**config.mk**
```make
export PLATFORM = sky130hd
export DESIGN_NAME = crh_ctrl
export DESIGN_NICKNAME = d
export VERILOG_FILES = /design/src/design/crh_pkg.sv /design/src/design/crh_ctrl.sv
export SDC_FILE = /design/constraint.sdc
export NUM_CORES = 1
export LEC_CHECK = 0
export BUFFER_PORTS_ARGS = -buffer_cell sky130_fd_sc_hd__buf_2
export CAP_MARGIN = 20
export CORE_AREA = 2 2 39 41
export DETAILED_ROUTE_END_ITERATION = 7
export DIE_AREA = 0 0 41 43
export HOLD_SLACK_MARGIN = 0.12
export SYNTH_ARGS = -nofsm -noshare
export SYNTH_HDL_FRONTEND = slang
export SYNTH_SLANG_ARGS = --single-unit
```
**constraint.sdc**
```tcl
create_clock -name clk -period 2.3 [get_ports clk]
set_input_delay 0.46 -clock clk [delete_from_list [all_inputs] [get_ports clk]]
set_output_delay 0.46 -clock clk [all_outputs]
set_load 0.1 [all_outputs]
```
**src/design/crh_pkg.sv**
```systemverilog
`default_nettype none
package crh_pkg;

    localparam int BUCKETS_DEF = 256;
    localparam int NODES_DEF   = 1024;

    localparam int KIND_W   = 2;
    localparam int KEY_W    = 32;
    localparam int NAME_W   = 32;
    localparam int SLOT_W   = 10;

    localparam logic [KIND_W-1:0] KIND_LOOKUP = 2'd0;
    localparam logic [KIND_W-1:0] KIND_INSERT = 2'd1;
    localparam logic [KIND_W-1:0] KIND_DELETE = 2'd2;

    typedef enum logic [3:0] {
        ST_IDLE,
        ST_HEAD,
        ST_READ,
        ST_CHECK,
        ST_UNLINK,
        ST_FRONT,
        ST_DONE
    } state_t;

    typedef struct packed {
        logic load;
        logic read_head;
        logic read_node;
        logic check;
        logic unlink;
        logic front;
        logic finish;
    } cmd_t;

    typedef struct packed {
        logic is_insert;
        logic is_lookup;
        logic is_delete;
        logic link_end;
        logic hit;
        logic has_prev;
    } status_t;

endpackage
`default_nettype wire

```
**src/design/crh_ctrl.sv**
```systemverilog
`default_nettype none
module crh_ctrl
(
    input  wire             clk,
    input  wire             rst_n,
    input  wire             start,
    input  crh_pkg::status_t st,
    output crh_pkg::cmd_t    cmd,
    output logic            busy
);

    crh_pkg::state_t state_reg;
    crh_pkg::state_t state_next;

    always_ff @(posedge clk or negedge rst_n)
    begin
        if (!rst_n)
        begin
            state_reg <= crh_pkg::ST_IDLE;
        end
        else
        begin
            state_reg <= state_next;
        end
    end

    always_comb
    begin
        state_next = state_reg;
        case (state_reg)
            crh_pkg::ST_IDLE:
            begin
                if (start)
                begin
                    state_next = crh_pkg::ST_HEAD;
                end
            end
            crh_pkg::ST_HEAD:
            begin
                if (st.is_insert || (!st.is_lookup && !st.is_delete))
                begin
                    state_next = crh_pkg::ST_DONE;
                end
                else
                begin
                    state_next = crh_pkg::ST_READ;
                end
            end
            crh_pkg::ST_READ:
            begin
                if (st.link_end)
                begin
                    state_next = crh_pkg::ST_DONE;
                end
                else
                begin
                    state_next = crh_pkg::ST_CHECK;
                end
            end
            crh_pkg::ST_CHECK:
            begin
                if (st.hit)
                begin
                    if (st.is_delete || st.has_prev)
                    begin
                        state_next = crh_pkg::ST_UNLINK;
                    end
                    else
                    begin
                        state_next = crh_pkg::ST_DONE;
                    end
                end
                else
                begin
                    state_next = crh_pkg::ST_READ;
                end
            end
            crh_pkg::ST_UNLINK:
            begin
                if (st.is_lookup)
                begin
                    state_next = crh_pkg::ST_FRONT;
                end
                else
                begin
                    state_next = crh_pkg::ST_DONE;
                end
            end
            crh_pkg::ST_FRONT:
            begin
                state_next = crh_pkg::ST_DONE;
            end
            crh_pkg::ST_DONE:
            begin
                state_next = crh_pkg::ST_IDLE;
            end
            default:
            begin
                state_next = crh_pkg::ST_IDLE;
            end
        endcase
    end

    always_comb
    begin
        cmd  = '0;
        busy = (state_reg != crh_pkg::ST_IDLE);
        case (state_reg)
            crh_pkg::ST_IDLE:   cmd.load      = start;
            crh_pkg::ST_HEAD:   cmd.read_head = 1'b1;
            crh_pkg::ST_READ:   cmd.read_node = 1'b1;
            crh_pkg::ST_CHECK:  cmd.check     = 1'b1;
            crh_pkg::ST_UNLINK: cmd.unlink    = 1'b1;
            crh_pkg::ST_FRONT:  cmd.front     = 1'b1;
            crh_pkg::ST_DONE:   cmd.finish    = 1'b1;
            default:            cmd           = '0;
        endcase
    end

endmodule
`default_nettype wire

```
==> impl_metrics.tcl <==
set metrics [dict create \
    synth-seq-area-share_pct 26.4 \
    antenna_found_initial 0 \
    hold_viol_final 0 \
    wl_per_cell_um 9.81 \
    fp.dieH_um 43 \
    start_util_pct 20.5 \
    numCtsBuffers 3 \
    antenna_left 0 \
    io_pins 17 \
    min_from "st[2]" \
    synth_xor_area_share_pct 0 \
    period_share_pct 92.0 \
    detailed_place.area_um2 357 \
    htree_num_levels 1 \
    r2r_start "state_reg[2]" \
    syn_area_per_cell_um2 9.47 \
    critPathRequiredTime_ns 1.84 \
    reg2reg_setup_slack_ns 1.19 \
    grt_max_degree 14 \
    ys.warnings.count 0 \
    ctsRootBufferMaster "clkbuf_4" \
    largest_register_ff_count 3 \
    cp_cell_sequence "or3_4 > nor2_2 > buf_2" \
    cp_slowest_cell "dfrtp_1" \
    clock_latency_ns 0.23 \
    io_buffers 16 \
    antenna_cells 0 \
    crit_fanout 12 \
    register_area_um2 75.1 \
    die_area_um2 1760 \
    die_w_um 41 \
    synth_compound_area_share_pct 20.3 \
    slew_violations 0 \
    synth_top_family_by_area "simple AND/OR/NAND/NOR gates" \
    synth-seq-cells 3 \
    wirelength_um 628 \
    first_pass_iters 1 \
    hold_ws_ns 0.521 \
    ys_types 21 \
    gp_routability_congestion 0.721 \
    drv_cap 0 \
    detailroute.via_count 273 \
    grt_overflow 0 \
    slew_headroom_pct 67.7 \
    hold_end "state_reg[0]" \
    startpoint_type "flip-flop" \
    status "finished, final reports clean" \
    post_cts.repair.setup_buffers 0 \
    cts_tree "done" \
    fin_area_um2 393 \
    syn_nets 39 \
    n_fill_cell 166 \
    clock_path_buffers 2 \
    fin_crit_ns 2.12 \
    path_clk_slew_ns 0.04 \
    hpwl_um 490 \
    synthSimpleGateAreaFrac_pct 37.4 \
    grtUsageTotal_pct 8.53 \
    rsz0062_at_grt "false" \
    r2r-end "state_reg[0]" \
    cp.arrival_ns 1.66 \
    drc 0 \
    clock.fmax_ghz 0.473 \
    worstHoldPathCells 3 \
    multi_input_area_um2 174 \
    syn_area_um2 284 \
    grt_pass1_wl_um 945 \
    tightest_slew_ns 0.488 \
    syn_inst 30 \
    design.core.area_um2 1380 \
    fin_skew_ns 0.00192 \
    cts.sinks 3 \
    hold_path.class "input port to flip-flop" \
    syn_to_final_growth_pct 38.3 \
    reg2reg_depth 3 \
    synth_mux_area_share_pct 3.52 \
    grt_pass1_vias 242 \
    path_class "flip-flop to output port" \
    nets 58 \
    layout-drive-gt1-share_pct 54.2 \
    setup_violations 0 \
    end_kind "output port" \
    synth-adder-area-share_pct 0 \
    critPathMaxStageDelay_ns 0.49 \
    vias_per_cell 4.27 \
    drt_iter0_drc 0 \
    fp-row-count 14 \
]
-- metal layers --
| metal | share of wire, % | vias up | wire [um] | global-route usage (%) |
|---|---|---|---|---|
| li1 | - | 141 | - | - |
| met1 | 39 | 126 | 247 | 9.00 |
| met2 | 56 | 6 | 351 | 12.2 |
| met3 | 4.6 | 0 | 29 | 1.57 |
| met4 | 0 | 0 | 0 | 10.0 |
| met5 | 0 | - | 0 | 0 |
-- Yosys cell counts --
| master | n | share of area, % |
|---|---|---|
| nand2b_1 | 1 | 2.2 |
| and3b_1 | 2 | 6.2 |
| dfrtp_1 | 3 | 26 |
| or3_4 | 1 | 4.0 |
| o21a_1 | 1 | 2.6 |
| nor3b_1 | 2 | 5.3 |
| o211a_1 | 1 | 3.5 |
| nor3_2 | 2 | 7.0 |
| nand2_1 | 1 | 1.3 |
| o32ai_2 | 1 | 5.7 |
| o22ai_1 | 1 | 2.2 |
| buf_6 | 2 | 7.9 |
| nor2b_1 | 1 | 2.2 |
| nor2_2 | 2 | 4.4 |
| mux2i_1 | 1 | 3.5 |
| buf_2 | 1 | 1.8 |
| a211oi_2 | 1 | 4.4 |
| inv_1 | 2 | 2.6 |
| a21oi_1 | 1 | 1.8 |
| and2_1 | 1 | 2.2 |
| nor2_1 | 2 | 2.6 |
-- cells in the final DEF, fill, tap and decap left out --
master          n
a211oi_2        1
a21oi_1         1
and2_1          1
and3b_1         2
buf_2          16
clkbuf_1        1
clkbuf_4        3
dfrtp_1         3
dlygate4sd3_1   1
inv_1           2
mux2i_1         1
nand2_1         1
nand2b_1        1
nor2_1          2
nor2_2          2
nor2b_1         1
nor3_2          2
nor3b_1         2
o211a_1         1
o21a_1          1
o22ai_1         1
o32ai_2         1
or3_4           1
-- timing repair --
action | CTS | global route
endpoints found under the hold margin | 3 | 0
hold buffers | 1 | 0
resized for setup | 0 | 0
-- how the worst max path moves through the flow --
stage | slack, ns | startpoint | end | cells past startpoint
after CTS | 0.17 | state_reg[1] | cmd[6] | 3
after global routing | 0.09 | state_reg[1] | cmd[6] | 3
after floorplan | -0.92 | state_reg[1] | cmd[2] | 2
after global placement | 0.44 | state_reg[1] | cmd[6] | 3
final | 0.18 | state_reg[1] | cmd[6] | 3
after detailed placement | 0.42 | state_reg[1] | cmd[6] | 3
-- cell families (layout without fill, tap and decap cells) --
logic type / after synthesis / in the layout
simple gates: 15 / 15
compound gates: 6 / 6
buf+inv: 5 / 23
flops: 3 / 3
mux: 1 / 1
-- critical path, delay by kind of cell, from the launching register on --
family / cells / cell delay [ns]
simple gates: 2 / 0.52
flops: 1 / 0.49
buf+inv: 1 / 0.42
-- cell type report --
class	count	area share, %
inverter	2	1.91
timing repair buffer	17	22.9
clock buffer	4	6.69
tap	16	5.10
sequential	3	19.1
multi-input combinational	22	44.3
-- stage by stage --
| stage | setup slack, ns | utilization, % | instances | setup TNS, ns |
|---|---|---|---|---|
| floorplan | -0.921 | - | 30 | -1.84 |
| global placement | 0.443 | 25.8 | 59 | 0 |
| detailed placement | 0.424 | 25.8 | 59 | 0 |
| CTS | 0.173 | 28.4 | 64 | 0 |
| global route | 0.0865 | 28.4 | 64 | 0 |
| finish | 0.185 | 28.4 | 64 | 0 |
Power is left out: the tool's default activity adds up to more than one toggle a clock period on the data nets, which glitch-free logic cannot reach.
